`src/hw/rtl/lts_ram.sv`:
```
// Generic single-port-write, single-port-read RAM with a registered read.
// Depends on nothing.
`default_nettype none

module lts_ram #(
   parameter int WIDTH = 16,
   parameter int DEPTH = 8,
   localparam int AW   = (DEPTH > 1) ? $clog2(DEPTH) : 1
) (
   input  wire logic             clock,
   input  wire logic             wr_en,
   input  wire logic [AW-1:0]    wr_addr,
   input  wire logic [WIDTH-1:0] wr_data,
   input  wire logic             rd_en,
   input  wire logic [AW-1:0]    rd_addr,
   output logic      [WIDTH-1:0] rd_data
);

   logic [WIDTH-1:0] store_ff [DEPTH];
   logic [WIDTH-1:0] rd_data_ff;

   always_ff @(posedge clock) begin
      if (wr_en) begin
         store_ff[wr_addr] <= wr_data;
      end
      if (rd_en) begin
         rd_data_ff <= store_ff[rd_addr];
      end
   end

   assign rd_data = rd_data_ff;

endmodule

`default_nettype wire

```
`config.mk`:
```
export PLATFORM = sky130hd
export DESIGN_NAME = lts_ram
export DESIGN_NICKNAME = d
export VERILOG_FILES = /design/src/hw/rtl/lts_ram.sv
export SDC_FILE = /design/constraint.sdc
export NUM_CORES = 1
export LEC_CHECK = 0
export BUFFER_PORTS_ARGS = -buffer_cell sky130_fd_sc_hd__buf_2
export CAP_MARGIN = 20
export CORE_MARGIN = 8
export CORE_UTILIZATION = 50
export DETAILED_ROUTE_END_ITERATION = 8
export GPL_TIMING_DRIVEN = 1
export PLACE_DENSITY = 0.78
export SLEW_MARGIN = 30
export SYNTH_ARGS = -nofsm -noshare
export SYNTH_HDL_FRONTEND = slang
export SYNTH_SLANG_ARGS = --single-unit
```
`constraint.sdc`:
```
create_clock -name clock -period 3.1 [get_ports clock]
set_input_delay 0.775 -clock clock [delete_from_list [all_inputs] [get_ports clock]]
set_output_delay 0.775 -clock clock [all_outputs]
set_load 0.01 [all_outputs]
```
### Word-level counts from Yosys, hierarchy flattened

Memory sizes are Yosys's and may differ from the RTL's. A register that Yosys moved wholly into a read port is not among the register bits.
Cells that the tools add are included.
W data, S select, Z words.

| cells by class | value |
|---|---|
| muxes and demuxes | 2 |

Operator list:

| cell | number |
|---|---|
| $mux W1 | 2 |

| storage, ports and cells | value |
|---|---|
| memories kept | 1 |
| register bits | 0 |
| bits in writable memories | 128 |

Memory list:

| name | words | bits a word | read ports | clocked after memory_dff | wr ports | RTL line | text |
|---|---|---|---|---|---|---|---|
| store_ff | 8 | 16 | 1 | 1 | 1 | 19 | `logic [WIDTH-1:0] store_ff [DEPTH];` |

### Logic depth before layout (Yosys ltp)

Gate-level depths: netlist (run 1).

| logic depth | value |
|---|---|
| depth after elaboration | 2 |
| depth in mapped cells | 4 |
| mapped depth without buffers | 2 |

### Least setup slack after synthesis (run 1)

OpenSTA, ideal clock, no wires.

| path | value |
|---|---|
| path type | input to register |
| start point | input wr_addr[2] |
| end point | memory store_ff[0][0], enable pin |
| arrival time | 2.088 ns |
| path slack | 0.602 ns |
| path buffers | 0 |
| required time | 2.691 ns |
| setup time | 0.409 ns |
| stages on the path | 2 |
| path through | nand2b_1 > nor3_1 |

RTL lines:

| what | RTL line | text |
|---|---|---|
| start, declared | 12 | `input wire logic [AW-1:0] wr_addr,` |
| end, declared | 19 |  |

Straight into the memory's write port.

==> metrics.md, run 1 <==
| Metric | Value |
|---|---|
| Status | `completed` |
| # resized after CTS | `0` |
| GP Congestion | `between 0.6 and 0.7` |
| RSZ-0062 raised after global routing | `false` |
| Final setup TNS | `0 ns` |
| Worst hold path type | `input port to flop` |
| Initial DRT Pass Iterations | `4` |
| H-tree levels | `4` |
| Met2 wire len | `4.79 mm` |
| Max Cap Violations | `0` |
| Syn Nets | `roughly 240` |
| Detail Placement HPWL | `4.98 mm` |
| I/O pins | `between 40 and 50` |
| Metal3 WL | `410 µm` |
| CTS tree | `built` |
| Crit. End Element | `flop` |
| WP data required | `3.36 ns` |
| Layout cells sized above 1 | `35.0%` |
| Site row count | `38` |
| Inst Count DP | `394` |
| Static leakage power | `2.24 nW` |
| Mapped Area | `0.00545 mm²` |
| Final #Nets | `298` |
| PwrDens | `716 mW/mm²` |
| Worst-case vdd ir drop | `446 µV` |
| Routed len/inst | `22.4 µm` |
| Count of final setup violators | `0` |
| # diodes | `0` |
| Critical path launch point type | `input port` |
| Non-Filler Instances | `426` |
| Hold_ws | `0.531 ns` |
| Register area share after synthesis | `79.3%` |
| Clock skew | `between 0.007 and 0.008 ns` |
| Netlist cell types | `11` |
| Total GRT Usage | `roughly 14%` |
| Antenna Nets Post-Route | `0` |
| Core Box Area | `0.0107 mm²` |
| Synth warn | `0` |
| Seq. cell area | `between 0.004 and 0.005 mm²` |
| Vias/cell | `5.62` |
| Worst Max-Slew Pin Slew | `~0.73 ns` |
| Hold Vio Cnt, Final | `0` |
| Final Critical Period | `1.98 ns` |
| Final Power | `4.66 mW` |
| CTS Sinks | `144` |
| Crit-path max FO | `22` |
| Hold buffer count at cts | `0` |
| Die height | `120 µm` |
| Crit path DAT | `between 2 and 2.5 ns` |
| Clk root buf | `clkbuf_8` |
| Later-pin clock latency in the skew report | `0.51 ns` |
| Met1 wire length | `4.14 mm` |
| Filler cells | `just over 700` |
| Chip width | `~120 µm` |
| Pin count of the biggest net entering global routing | `33` |
| Clock transition at path regs | `0.06 ns` |
| Clock buffer count from CTS | `17` |
| Crit share post-route | `between 60% and 70%` |
| 1st-iter DRT viols | `220` |
| Final Slew Violations | `0` |
| Number of buffers on the longest clock path | `2` |
| Antenna violations before repair | `1` |
| Port buffer count | `40` |
| First-pass GRT wire length | `14.3 mm` |
| GRT overflow | `0` |
| Final core utilization | `60.6%` |
| Syn avg cell area | `25.5 µm²` |
| Die area | `approximately 0.015 mm²` |
| Post-route DRC | `0` |
| Relative slew slack | `around half` |
| Mapped Cells | `214` |
| Critical path class | `input port to flop` |
| Area Overhead vs Synth | `19.3%` |
| Area of the multi-input gates | `0.00107 mm²` |
| Synth Register Bits | `between 100 and 150` |
| Setup bufs post-CTS | `0` |
| Total number of vias | `between 2,000 and 2,500` |
| Vias in the first global route | `around 2,500` |
| Total wire length | `around 9.5 mm` |
| Max layer used | `met5` |
| Initial Util | `50.8%` |
| Max Freq | `just over 500 MHz` |
==> kinds of logic (layout without fill, tap and decap cells) <==
| kind of cell | after synthesis | in the layout | synth area share [%] |
|---|---|---|---|
| multiplexers | 48 | 48 | 18.4 |
| AND/OR/NAND/NOR | 13 | 13 | 1.08 |
| flip-flops | 144 | 144 | 79.3 |
| buffers and inverters | 9 | 81 | 1.19 |
==> registers in the layout, summed over array words and instances (netlist names) <==
signal    count
rd_data      16
store_ff    128
==> Yosys cell counts <==
cell	n	area share, %
buf_1	4	0.28
buf_6	4	0.83
clkbuf_2	1	0.092
edfxtp_1	144	79
mux2_2	16	3.3
mux4_1	28	13
mux4_2	4	1.7
nand2_1	2	0.14
nand2b_1	3	0.34
nor2_1	6	0.41
nor3_1	2	0.18
==> worst max-delay path, cell delays in order <==
cell and delay [ns]:
buf_2 0.33, buf_12 0.25, mux4_1 0.60, mux2_2 0.28
==> power breakdown <==
group / switching [mW] / leakage [nW] / internal [mW]
clock network: 0.746 / 0.307 / 1.47
logic: 0.107 / 0.616 / 0.0961
registers: 0.0180 / 1.32 / 2.23
==> cells in the final DEF (no fill, tap or decap) <==
cell type,instances
clkinvlp_4,3
nand2_1,2
clkinv_4,1
mux2_2,16
clkbuf_8,1
clkinv_1,2
bufinv_16,6
nand2b_1,3
clkbuf_16,16
buf_4,8
nor3_2,2
nor2_1,6
mux4_1,28
buf_2,40
clkbuf_1,1
edfxtp_1,144
inv_6,2
mux4_2,4
buf_12,1
==> metal layers <==
metal  up-vias  track usage (%)
met3        15             4.01
met1      1247             17.0
met5         -                0
met4         2             6.79
li1       1057                -
met2        72             21.9
==> through the flow <==
| step | instance area, µm² | setup WS (ns) |
|---|---|---|
| finish | 6510 | 1.12 |
| global route | 6510 | 1.09 |
| CTS | 6510 | 1.10 |
| detailed placement | 5850 | 0.630 |
| global placement | 5850 | 0.647 |
| floorplan | 5450 | 0.602 |
==> worst paths after layout <==
check                                               start                        end  slack (ns)  depth (start not counted)
worst max-delay path                           rd_addr[0]       rd_data[3]$_DFFE_PP_        1.12                          4
worst max register to register   store_ff[7][3]$_DFFE_PP_       rd_data[3]$_DFFE_PP_        1.64                          2
worst min register to register  store_ff[2][12]$_DFFE_PP_      rd_data[12]$_DFFE_PP_        0.75                          2
worst min-delay path                          wr_data[13]  store_ff[6][13]$_DFFE_PP_        0.53                          1
==> area by class of cell <==
class | instances | share of cell area, %
Clock buffer | 18 | 6.42
Clock inverter | 14 | 3.63
Multi-Input combinational cell | 61 | 16.5
Sequential cell | 144 | 66.4
Tap cell | 140 | 2.69
Timing Repair Buffer | 49 | 4.31
No activity file was read; power rests on OpenSTA's default activity.
==> run 2: changes to the inputs <==
Settings changed: PLACE_DENSITY 0.78 to 0.81.
Clock period 3.1 ns to 1.7 ns, I/O delays scaled along.
==> run 2 against run 1 <==
  * Sequential share of layout area fell by 0.54 points
  * Combinational power grew 98%
  * Highest routed layer unchanged
  * Register-to-register slack got worse by 1.4 ns
  * Global-route usage rose by 0.052 points
  * Critical path type is now flop to primary output
  * Clock-buffer cell count is 1 lower
==> metrics.md, run 2 (same netlist as run 1, synthesis figures left out) <==
| Metric | Value |
|---|---|
| Max Cap Violations | `0` |
| Site row count | `38` |
| Static leakage power | `2.26 nW` |
| CTS tree | `built` |
| Worst Max-Slew Pin Slew | `~0.51 ns` |
| Crit share post-route | `88.9%` |
| Final Slew Violations | `0` |
| Relative slew slack | `66.0%` |
| Number of buffers on the longest clock path | `2` |
| Crit. End Element | `primary output` |
| Crit-path max FO | `1` |
| WP data required | `1.27 ns` |
| CP peak stage delay | `0.41 ns` |
| Clk root buf | `clkbuf_8` |
| Clock transition at path regs | `0.06 ns` |
| Layout cells sized above 1 | `35.9%` |
| Worst hold path type | `input port to flop` |
| Crit path cell chain | `buf_2` |
| Status | `completed` |
| Worst-case vdd ir drop | `581 µV` |
| Hold buffer count at cts | `0` |
| Setup bufs post-CTS | `0` |
| Critical path class | `flop to primary output` |
| Vias in the first global route | `between 2,000 and 3,000` |
| PwrDens | `1200 mW/mm²` |
| # diodes | `0` |
| Buf/Inv on CP | `1` |
| Count of final setup violators | `0` |
| Chip width | `120 µm` |
| CP max stage cell | `edfxtp_1` |
| Antenna violations before repair | `1` |
| Inst Count DP | `400` |
| Area Overhead vs Synth | `20.3%` |
| First-pass GRT wire length | `14.2 mm` |
| Critical path launch point type | `flop` |
| Final core utilization | `61.1%` |
| Die area | `approximately 0.015 mm²` |
| Pin count of the biggest net entering global routing | `23` |
| Port buffer count | `40` |
| RSZ-0062 raised after global routing | `false` |
| Non-Filler Instances | `430` |
| GP Congestion | `around 0.68` |
| Total wire length | `9.32 mm` |
| Commonest non-fill, non-tap cells in the layout | `edfxtp_1, buf_2, mux4_1, mux2_2, clkbuf_16` |
| Max reg flops | `roughly 130` |
| Hold Vio Cnt, Final | `0` |
| CTS Sinks | `~140` |
| Final #Nets | `304` |
| Crit path DAT | `1.09 ns` |
| Most common cell after layout, fill and taps aside | `edfxtp_1` |
| Final Power | `7.85 mW` |
| Vias/cell | `5.58` |
| Post-route DRC | `0` |
| Clock buffer count from CTS | `17` |
| Max Freq | `roughly 660 MHz` |
| Core Box Area | `0.0107 mm²` |
| Die height | `120 µm` |
| Total GRT Usage | `13.8%` |
| Total number of vias | `2,399` |
| GRT overflow | `0` |
| Detail Placement HPWL | `5.39 mm` |
| Final Critical Period | `1.51 ns` |
| Antenna Nets Post-Route | `0` |
| Initial DRT Pass Iterations | `4` |
| Routed len/inst | `around 22 µm` |
| Biggest register | `store_ff` |
| I/O pins | `41` |
| Initial Util | `50.8%` |
| # resized after CTS | `0` |
| 1st-iter DRT viols | `128` |
| Cell family with most CP delay | `flip-flops` |
| Later-pin clock latency in the skew report | `0.52 ns` |
| Clock skew | `0.00552 ns` |
| H-tree levels | `4` |
[run 2: cell types whose count changed in the layout (fill, tap and decap cells not counted)]
cell	previous run	this run
clkinvlp_4	3	2
clkinv_4	1	2
clkbuf_1	1	0
buf_4	8	4
bufinv_16	6	2
clkinv_2	0	4
buf_12	1	11
clkinv_1	2	3
inv_6	2	0
[run 2: where the power goes]
group | switching [mW] | internal [mW]
Sequential | 0.0296 | 4.06
Clock | 1.32 | 2.04
Combinational | 0.199 | 0.202
[run 2: through the flow]
step | cell area (µm²) | setup TNS (ns) | hold WS [ns] | setup WS (ns)
final | 6560 | 0 | 0.163 | 0.188
after global routing | 6560 | 0 | 0.152 | 0.145
after global placement | 6020 | -2.00 | 0.686 | -0.162
after detailed placement | 6020 | -2.37 | 0.698 | -0.203
after floorplan | 5460 | -1.00 | 0.524 | -0.0209
after CTS | 6560 | 0 | 0.145 | 0.165
[run 2: path summary, 6_finish.rpt]
| check | slack [ns] | endpoint | cells past startpoint | from |
|---|---|---|---|---|
| max | 0.19 | rd_data[7] | 1 | rd_data[7]$_DFFE_PP_ |
| min | 0.16 | store_ff[6][1]$_DFFE_PP_ | 1 | wr_data[1] |
| max reg2reg | 0.28 | rd_data[15]$_DFFE_PP_ | 2 | store_ff[1][15]$_DFFE_PP_ |
| min reg2reg | 0.75 | rd_data[6]$_DFFE_PP_ | 2 | store_ff[2][6]$_DFFE_PP_ |
[run 2: layer usage]
| metal | up-vias | global-route usage [%] | routed length (µm) |
|---|---|---|---|
| li1 | 1072 | - | - |
| met2 | 90 | 22.6 | 4730 |
| met4 | 2 | 5.07 | 126 |
| met1 | 1220 | 15.9 | 3610 |
| met5 | - | 0 | 10 |
| met3 | 15 | 6.11 | 834 |
[run 2: area by class of cell]
cell class / count / area (µm²)
fill: 728 / 4180
timing repair buffer: 55 / 450
clock inverter: 13 / 124
sequential: 144 / 4320
tap: 140 / 175
multi-input combinational: 61 / 1070
clock buffer: 17 / 414
