File: config.mk
export PLATFORM = sky130hd
export DESIGN_NAME = lts_mod
export DESIGN_NICKNAME = d
export VERILOG_FILES = /design/src/hw/rtl/lts_pkg.sv /design/src/hw/rtl/lts_mod.sv
export SDC_FILE = /design/constraint.sdc
export NUM_CORES = 1
export LEC_CHECK = 0
export BUFFER_PORTS_ARGS = -buffer_cell sky130_fd_sc_hd__buf_2
export CAP_MARGIN = 20
export CORE_MARGIN = 2
export CORE_UTILIZATION = 60
export CTS_CLUSTER_SIZE = 16
export DETAILED_ROUTE_END_ITERATION = 8
export GPL_ROUTABILITY_DRIVEN = 0
export PLACE_DENSITY = 0.95
export SYNTH_ARGS = -nofsm -noshare
export SYNTH_HDL_FRONTEND = slang
export SYNTH_SLANG_ARGS = --single-unit
File: constraint.sdc
create_clock -name clock -period 5.7 [get_ports clock]
set_input_delay 1.14 -clock clock [delete_from_list [all_inputs] [get_ports clock]]
set_output_delay 1.14 -clock clock [all_outputs]
set_load 0.02 [all_outputs]
File: src/hw/rtl/lts_pkg.sv
// Package for the lottery thread picker: sizes, request codes, the handshake
// structs of the remainder unit and the ticket saturation helper.
// Depends on nothing; lts_if, lts_mod and the top level import it.
`default_nettype none

package lts_pkg;

   // Table geometry.
   localparam int THREADS     = 8;
   localparam int TICKET_BITS = 16;

   // Field widths of the request and response channels.
   localparam int INDEX_BITS  = 3;
   localparam int COUNT_BITS  = 16;
   localparam int RAND_BITS   = 31;
   localparam int CHOSEN_BITS = 3;

   // Derived sizes.
   localparam int IDX_BITS     = $clog2(THREADS);
   localparam int CNT_BITS     = IDX_BITS + 1;
   localparam int SUM_BITS     = TICKET_BITS + IDX_BITS;
   localparam int DIV_CNT_BITS = $clog2(RAND_BITS + 1);
   localparam int TICKET_MAX   = (1 << TICKET_BITS) - 1;

   // Request codes.
   localparam logic CMD_SET  = 1'b0;
   localparam logic CMD_DRAW = 1'b1;

   typedef struct packed {
      logic                 start;
      logic [RAND_BITS-1:0] dividend;
      logic [SUM_BITS-1:0]  divisor;
   } lts_div_req_type;

   typedef struct packed {
      logic                done;
      logic [SUM_BITS-1:0] remainder;
   } lts_div_rsp_type;

   // Clamp a requested ticket count to the width of a table entry.
   function automatic logic [TICKET_BITS-1:0] sat_ticket(input logic [COUNT_BITS-1:0] count);
      logic [TICKET_BITS-1:0] result;
      if (32'(count) > TICKET_MAX) begin
         result = '1;
      end else begin
         result = TICKET_BITS'(count);
      end
      return result;
   endfunction

endpackage

`default_nettype wire

File: src/hw/rtl/lts_mod.sv
// Iterative remainder unit: one restoring step per cycle over the random value.
// Depends on lts_pkg for widths and the request/response structs.
`default_nettype none

module lts_mod
   import lts_pkg::*;
(
   input  wire logic            clock,
   input  wire logic            reset,
   input  wire lts_div_req_type div_req,
   output lts_div_rsp_type      div_rsp
);

   logic                    busy_ff, busy_in;
   logic                    done_ff, done_in;
   logic [DIV_CNT_BITS-1:0] count_ff, count_in;
   logic [RAND_BITS-1:0]    shift_ff, shift_in;
   logic [SUM_BITS-1:0]     rem_ff, rem_in;
   logic [SUM_BITS-1:0]     divisor_ff, divisor_in;
   logic [SUM_BITS:0]       trial;

   always_comb begin
      busy_in    = busy_ff;
      done_in    = 1'b0;
      count_in   = count_ff;
      shift_in   = shift_ff;
      rem_in     = rem_ff;
      divisor_in = divisor_ff;
      trial      = {rem_ff, shift_ff[RAND_BITS-1]};

      if (div_req.start) begin
         busy_in    = 1'b1;
         count_in   = DIV_CNT_BITS'(RAND_BITS);
         shift_in   = div_req.dividend;
         rem_in     = '0;
         divisor_in = div_req.divisor;
      end else if (busy_ff) begin
         // Bring down the next dividend bit and subtract when it fits.
         if (trial >= {1'b0, divisor_ff}) begin
            rem_in = SUM_BITS'(trial - {1'b0, divisor_ff});
         end else begin
            rem_in = SUM_BITS'(trial);
         end
         shift_in = {shift_ff[RAND_BITS-2:0], 1'b0};
         count_in = count_ff - DIV_CNT_BITS'(1);
         if (count_ff == DIV_CNT_BITS'(1)) begin
            busy_in = 1'b0;
            done_in = 1'b1;
         end
      end
   end

   always_ff @(posedge clock) begin
      if (reset) begin
         busy_ff <= 1'b0;
         done_ff <= 1'b0;
      end else begin
         busy_ff <= busy_in;
         done_ff <= done_in;
      end
      count_ff   <= count_in;
      shift_ff   <= shift_in;
      rem_ff     <= rem_in;
      divisor_ff <= divisor_in;
   end

   assign div_rsp.done      = done_ff;
   assign div_rsp.remainder = rem_ff;

endmodule

`default_nettype wire

Word-level counts from Yosys, hierarchy flattened
Cells that the tools add are included.
- word-level logic and storage cells: 20
- memories kept: 0
- output and inout bits: 20
- latch bits: 0
- register bits: 76
- input bits: 53
- bits in writable memories: 0
- bits in read-only memories: 0
- shift-type cells: 0
- add/subtract/negate cells: 2
- reduce and logical (&&, ||, !) cells: 2
- magnitude comparators: 1
- bitwise logic cells: 1
- mux-type cells: 7
- equality and inequality tests: 1
- multiply operators: 0
- div/mod/pow operators: 0
- operators with widths (operator ; number):
    31-bit 2-to-1 mux ; 2
    20-bit by 19-bit greater-or-equal comparator with 1-bit output ; 1
    19-bit 2-to-1 mux ; 1
    19-bit subtractor ; 1
    5-bit by 1-bit == test with 1-bit output, second input constant ; 1
    5-bit by 1-bit subtractor with 5-bit output, second input constant ; 1
    1-bit 2-to-1 mux ; 4
    3-bit OR reduction ; 1
    2-bit nonzero test ; 1
    1-bit NOT ; 1

Logic depth before layout (Yosys ltp)
Gate-level depths: netlist of the first run.
- word-level depth: 4
- mapped depth: 12
- mapped depth without buffers: 11

Worst setup path after synthesis of the first run
No wires, ideal clock.
- path type: input to register
- start: input port div_req[50] (netlist bit)
- end: register shift_ff[0], enable pin
- data arrival time: 2028 ps
- buffers on the path: 1
- required time: 5303 ps
- setup time: 397 ps
- slack: 3275 ps
- cell stages on the path: 3
- path through: nor2_1 > clkbuf_1 > inv_1
- word-level cells in the longest chain between the ends: 1
- RTL lines (element ; RTL line ; RTL):
    start: declaration ; lts_mod.sv:10 ; input wire lts_div_req_type div_req,
    2-bit nonzero test (no source line) ; n/a ;
    end signal: assignment ; lts_mod.sv:62 ; shift_ff <= shift_in;
    end: declaration ; lts_mod.sv:17 ; logic [RAND_BITS-1:0] shift_ff, shift_in;
Every way passes these cells.
A chain may end at the register's enable or synchronous reset.

Worst setup path after layout of the first run
- start: register shift_ff[30]
- end: register rem_ff[4]
- word-level cells in the longest chain between the ends: 2
- elaborated cells between the ends (all ways): 3
- classes of those cells: add/sub (1); order compare (1); mux (1)
- RTL lines (element ; RTL line ; RTL):
    19-bit subtractor / 20-bit by 19-bit greater-or-equal comparator with 1-bit output (equally long branches) ; lts_mod.sv:40, lts_mod.sv:39 ;
    19-bit 2-to-1 mux (*) ; lts_mod.sv:39 ; if (trial >= {1'b0, divisor_ff}) begin
    end signal: assignment ; lts_mod.sv:63 ; rem_ff <= rem_in;
    end: declaration ; lts_mod.sv:18 ; logic [SUM_BITS-1:0] rem_ff, rem_in;
Every way passes the cells marked *; elsewhere a longest branch is shown, timed or not.

==> results of run 1 <==
[layout by cell type (no fill, tap or decap), types with 3 or more instances in the layout]
cell and n:
a211oi_1 9, dfxtp_1 26, nor2_1 21, nand2_1 22, a21oi_1 15, xnor2_1 13
nand3_1 8, a22o_1 3, inv_1 23, o21a_1 4, a21o_1 8, a31oi_1 3
mux2_2 30, edfxtp_1 50, nor3_1 6, o21bai_1 3, ha_1 21, o21ai_0 18
nor2b_1 3, xor2_1 5, mux2i_1 15, buf_2 72, clkbuf_8 9, nand2b_1 8
[sequential cells by signal, indices dropped and copies added (netlist names)]
name,count
divisor_ff,19
count_ff,5
busy_ff,1
done_ff,1
rem_ff,19
shift_ff,31
[cell usage after synthesis, types with 3 or more instances]
master | instances | area (um^2)
edfxtp_1 | 50 | 1500
mux2_2 | 30 | 338
dfxtp_1 | 26 | 521
inv_1 | 23 | 86.3
nand2_1 | 22 | 82.6
ha_1 | 21 | 263
nor2_1 | 21 | 78.8
o21ai_0 | 18 | 90.1
a21oi_1 | 15 | 75.1
mux2i_1 | 15 | 150
xnor2_1 | 13 | 114
a211oi_1 | 9 | 67.6
a21o_1 | 8 | 60.1
nand2b_1 | 8 | 50.1
nand3_1 | 8 | 40.0
nor3_1 | 6 | 30.0
clkbuf_1 | 5 | 18.8
xor2_1 | 5 | 43.8
buf_1 | 4 | 15.0
o21a_1 | 4 | 30.0
a22o_1 | 3 | 26.3
a31oi_1 | 3 | 18.8
nor2b_1 | 3 | 18.8
o21bai_1 | 3 | 22.5
[routing by layer]
layer,GRT usage [%],up-vias
li1,-,1399
met5,0,-
met3,9.05,30
met2,39.2,131
met4,10.5,0
met1,29.9,1351
[final cells by class]
type | instances | area [um^2]
Clock inverter | 7 | 50.0
Clock buffer | 9 | 124
Sequential cell | 76 | 2020
Inverter | 23 | 86.3
Timing Repair Buffer | 74 | 395
Fill cell | 438 | 1800
Tap cell | 77 | 96.3
Multi-Input combinational cell | 235 | 1810
[logic make-up after synthesis]
family	after synthesis
fa+ha+maj	22
flops	76
xor+xnor	18
compound gates	72
mux	46
simple gates	77
buf+inv	34
[metrics by stage]
step           util, %  area [um^2]  worst slack (ns)
2_1_floorplan        -         3970              3.28
3_3_place_gp      68.7         4380              2.61
3_5_place_dp      68.7         4380              2.48
4_1_cts           71.4         4560              2.87
5_1_grt           71.8         4590              2.86
6_report          71.8         4590              3.03
[critical path, stage by stage (launching register included)]
cell and delay, ns:
edfxtp_1 0.36, inv_1 0.08, ha_1 0.19, fa_1 0.28, nor2b_4 0.06, o31a_4 0.30
o21ai_4 0.24, o21ai_2 0.09, nand2_2 0.09, nand3_4 0.29, mux2_4 0.41, a22o_1 0.19
[how the worst max path moves through the flow]
stage              endpoint
5_1_grt           rem_ff[4]
2_1_floorplan   shift_ff[0]
3_3_place_gp    shift_ff[1]
6_report          rem_ff[4]
3_5_place_dp    shift_ff[8]
4_1_cts        shift_ff[15]
[power by group through the flow]
stage,Clock (mW),Combinational (mW),Sequential (mW)
5_1_grt,0.397,0.246,0.665
3_3_place_gp,0,0.203,0.669
4_1_cts,0.377,0.217,0.660
6_report,0.373,0.222,0.660
2_1_floorplan,0,0.153,0.670
3_5_place_dp,0,0.214,0.671
==> flow_summary.yaml, run 1 <==
critical_path:
  cp.arrival_ns: 2.93
  r2r_slack_ns: 3.03
  cp-start-kind: "flip-flop"
  timing.rr.end: "rem_ff[4]"
  critPathLaunch: "shift_ff[30]"
  path_class: "flip-flop to flip-flop"
  end_kind: "flip-flop"
  rr_startpoint: "shift_ff[30]"
  cp_max_fo: 17
  cp.required_ns: 5.96
  reg2regPathDepth: 11
place:
  placed_cells: 484
  port_buffers: 72
  place_hpwl_mm: 5.68
sta:
  hold_viol_final: 0
  slew_violations: 0
  timing.final.crit_share_pct: 46.9
  setup_viol: 0
  tns_ns: 0
  max_freq_mhz: 374
  relSlewSlack_pct: 36.6
  worstMarginPinSlew_ns: 0.948
  fin_crit_ns: 2.67
  rsz0062_at_grt: "false"
  finClkSkew_ns: 0.00993
  hold-worst-slack_ns: 0.514
global_routing:
  antenna_found_initial: 0
  grtUsageTotal_pct: 24.5
  grt_first_pass_wirelength_mm: 13.7
  gr-total-overflow: 0
  grt_max_degree: 66
  grt_pass1_vias: 2941
route:
  met2RoutedLength_mm: 4.04
  viasPerCell: 5.81
  drt_iter0_drc: 231
  drc: 0
  wl_per_cell_um: 16.5
  top_layer: "met4"
  met1_length_mm: 3.35
  drtAntennaViolNets: 0
  wl_met3_um: 613
  firstDrtPassIters: 6
  vias: 2911
  finalWirelength_mm: 8.26
power_and_ir_drop:
  switching_share_pct: 28.4
  pwr-share-clk_pct: 29.7
  net-switching-power_mw: 0.357
  ir_drop_mv: 0.233
  p_leak_nw: 1.97
  p_comb_share_pct: 17.7
  cell_internal_pwr_mw: 0.897
  power.share.sequential_pct: 52.6
  finalPower_mw: 1.25
  powerDensity_nw_per_um2: 274
clocking:
  clock_sinks: 76
  numCtsBuffers: 9
  post_cts_resized: 0
  clk_root_buffer_cell: "clkbuf_8"
  cts_tree: "done"
  clockBufferDepth: 2
  htree_levels: 3
  clock_latency_ns: 0.36
  clkTransAtPathRegs_ns: 0.08
  cts_hold_buf: 0
  post_cts_buffers: 0
floorplanning:
  io_pins: 73
  coreArea_um2: 6390
  die_w_um: 85.4
  die_h_um: 85.4
  dieArea_um2: 7290
  initial_core_util_pct: 62.2
  rows: 29
final_layout:
  num-nets-final: 494
  drive_gt1_share_pct: 30.4
  final_cells: 501
  antenna_cells: 0
  area_growth_pct: 15.4
yosys:
  yosysWarnings: 0
  synth_top_family_by_area: "multiplexers"
  synth_nets: 420
  ys_seq_area_share_pct: 50.9
  synth_compound_area_share_pct: 12.3
  ys_ff_latch: 76
  yosys.area_share.simple_pct: 9.61
  async_reset_ff_share_pct: 0
  synth_fa_ha_area_share_pct: 7.12
  synth_edf_count: 50
  synth.distinct_cells: 43
  synthXorXnorAreaFrac_pct: 3.97
  ys.flop_type: "edfxtp_1"
  synth_area_per_cell_um2: 11.5
  syn-instance-count: 345
  synth_area_um2: 3970
  synth_mux_area_share_pct: 12.7
worst_hold_path:
  min_from: "rem_ff[18]"
  whs_path_depth: 2
  hold_end: "rem_ff[18]"
  min-delay-path-class: "flip-flop to flip-flop"
flow_run:
  maxCapViolCount: 0
run_status:
  outcome: "completed"
Note: power is estimated with default switching activity, not from simulation.
==> run 2: changes to the inputs <==
- ABC_AREA: unset -> 1
- CORE_UTILIZATION: 60 -> 51
- PLACE_DENSITY: 0.95 -> 0.88
- clock period: 5.7 -> 2.2 ns (I/O delays scaled with it)
==> run 2 against run 1 <==
Against the previous run: die area rose by 29%; routed wire length rose by 18%; power rose to 2.6 times the previous value; synthesized area rose by 11%; combinational power rose by 68%; critical path type unchanged; sequential cell count stayed put; clock skew about the same; synthesized cell count grew 68%; worst setup slack got worse by 2.9 ns; clock power rose to 3.2 times the previous value; utilization decreased by 9.8 points; cell count rose by 54%; critical endpoint is now rem_ff[12]; highest routed layer unchanged.
==> flow_summary.yaml, run 2 <==
place:
  placed_cells: 753
  place_hpwl_mm: 7.23
  port_buffers: 72
  pre_cts_slack_ns: 0.0514
yosys:
  async_reset_ff_share_pct: 0
  synth_nets: 656
  yosysWarnings: 0
  synth.distinct_cells: 32
  synth_common_cells: "nand2_1, inv_1, nand3_1, edfxtp_1"
  synth.largest_area_cell: "edfxtp_1"
  synth_edf_count: 50
  synth_top_area_share_pct: 34.0
  synth_area_per_cell_um2: 7.59
  syn-instance-count: 581
  synth_area_leaders: "edfxtp_1, nand2_1, dfxtp_1"
  yosysMostFrequentCell: "nand2_1"
  ys.flop_type: "edfxtp_1"
  synth_area_um2: 4410
  ys_seq_area_share_pct: 45.8
  ys_ff_latch: 76
floorplanning:
  die_w_um: 97.0
  rows: 33
  dieArea_um2: 9410
  coreArea_um2: 8300
  die_h_um: 97.0
  initial_core_util_pct: 53.1
  io_pins: 73
power_and_ir_drop:
  finalPower_mw: 3.24
  powerDensity_nw_per_um2: 629
  ir_drop_mv: 0.496
  p_leak_nw: 2.75
clocking:
  htree_levels: 3
  cts_hold_buf: 0
  clock_latency_ns: 0.35
  cts_tree: "done"
  clk_root_buffer_cell: "clkbuf_8"
  clock_sinks: 76
  clkTransAtPathRegs_ns: 0.08
  numCtsBuffers: 9
  clockBufferDepth: 2
final_layout:
  drive_gt1_share_pct: 17.3
  area_growth_pct: 16.7
  fillers: 704
  top_register: "shift_ff"
  largest_register_ffs: 31
  mostFrequentLayoutCell: "nand2_1"
  most-common-layout-cells: "nand2_1, inv_1, buf_2"
  num-nets-final: 735
  antenna_cells: 0
  regArea_um2: 2020
  final_cells: 770
  multiInputGateArea_um2: 1940
  reg_top3: "shift_ff: 31 flops, divisor_ff: 19 flops, rem_ff: 19 flops"
route:
  met2RoutedLength_mm: 4.82
  top_layer: "met4"
  viasPerCell: 5.03
  drt_iter0_drc: 237
  firstDrtPassIters: 5
  wl_met3_um: 604
  met1_length_mm: 4.14
  finalWirelength_mm: 9.73
  vias: 3873
  wl_per_cell_um: 12.6
  drtAntennaViolNets: 0
  drc: 0
critical_path:
  end_kind: "flip-flop"
  cp.arrival_ns: 2.28
  cp_max_fo: 10
  cp-start-kind: "flip-flop"
  path_class: "flip-flop to flip-flop"
  cp.required_ns: 2.45
sta:
  setup_viol: 0
  hold_viol_final: 0
  fin_crit_ns: 2.03
  max_freq_mhz: 493
  tns_ns: 0
  hold-worst-slack_ns: 0.257
  relSlewSlack_pct: 47.3
  worstMarginPinSlew_ns: 0.790
  rsz0062_at_grt: "false"
  slew_violations: 0
  worst_slack_ns: 0.172
  timing.final.crit_share_pct: 92.2
  finClkSkew_ns: 0.00953
global_routing:
  antenna_found_initial: 0
  grt_pass1_vias: 3822
  gr-total-overflow: 0
  grtUsageTotal_pct: 21.5
  grt_first_pass_wirelength_mm: 16.7
  grt_max_degree: 43
worst_hold_path:
  min-delay-path-class: "input port to flip-flop"
flow_run:
  maxCapViolCount: 0
run_status:
  outcome: "completed"
[run 2: cell families after synthesis]
kind of cell | synth area share [%]
flip-flops | 45.8
AND/OR/NAND/NOR | 31.8
buffers and inverters | 10.5
AO/OA/AOI/OAI | 3.63
XOR/XNOR | 1.79
adder cells (fa/ha/maj) | 6.41
[run 2: metrics by stage]
step                instance area (um^2)  utilization [%]
finish                              5140             62.0
global route                        5140             62.0
CTS                                 5110             61.6
detailed placement                  4880             58.8
global placement                    4880             58.8
floorplan                           4410                -
[run 2: final cells by class]
cell class / instances / area share, %
flip-flops and latches: 76 / 39.3
multi-input cells: 396 / 37.8
repair buffers: 84 / 9.22
inverters: 93 / 6.79
clock buffers: 11 / 2.75
well taps: 105 / 2.55
clock inverters: 5 / 1.63
[run 2: report_power, final]
group / internal (mW) / switching (mW)
registers: 1.63 / 0.0294
clock network: 0.674 / 0.530
logic: 0.143 / 0.230
[run 2: repair_timing]
item | in CTS | in global routing
buffers inserted | 0 | 1
endpoints found under the setup margin | 0 | 19
gates resized for setup | 0 | 9
[run 2: routing by layer]
metal | vias up | global-route usage [%]
li1 | 1982 | -
met1 | 1736 | 25.2
met2 | 137 | 38.2
met3 | 18 | 5.42
met4 | 0 | 7.26
met5 | - | 0
[run 2: final timing paths]
kind                      start       endpoint  slack (ns)  cells after the start
setup reg to reg  divisor_ff[0]     rem_ff[12]        0.17                     12
hold / removal       div_req[1]  divisor_ff[1]        0.26                      1
hold reg to reg     count_ff[3]    count_ff[3]        0.48                      1
setup / recovery  divisor_ff[0]     rem_ff[12]        0.17                     12
[run 2: critical path: stages (launching register included)]
cell	delay (ns)
edfxtp_1	0.39
ha_2	0.20
fa_2	0.34
nand3b_1	0.20
nand2_2	0.11
nand3_2	0.08
nand3_2	0.09
nand2_2	0.07
nand2_2	0.09
buf_6	0.14
nand3_1	0.09
nand3_1	0.08
nand2_1	0.05
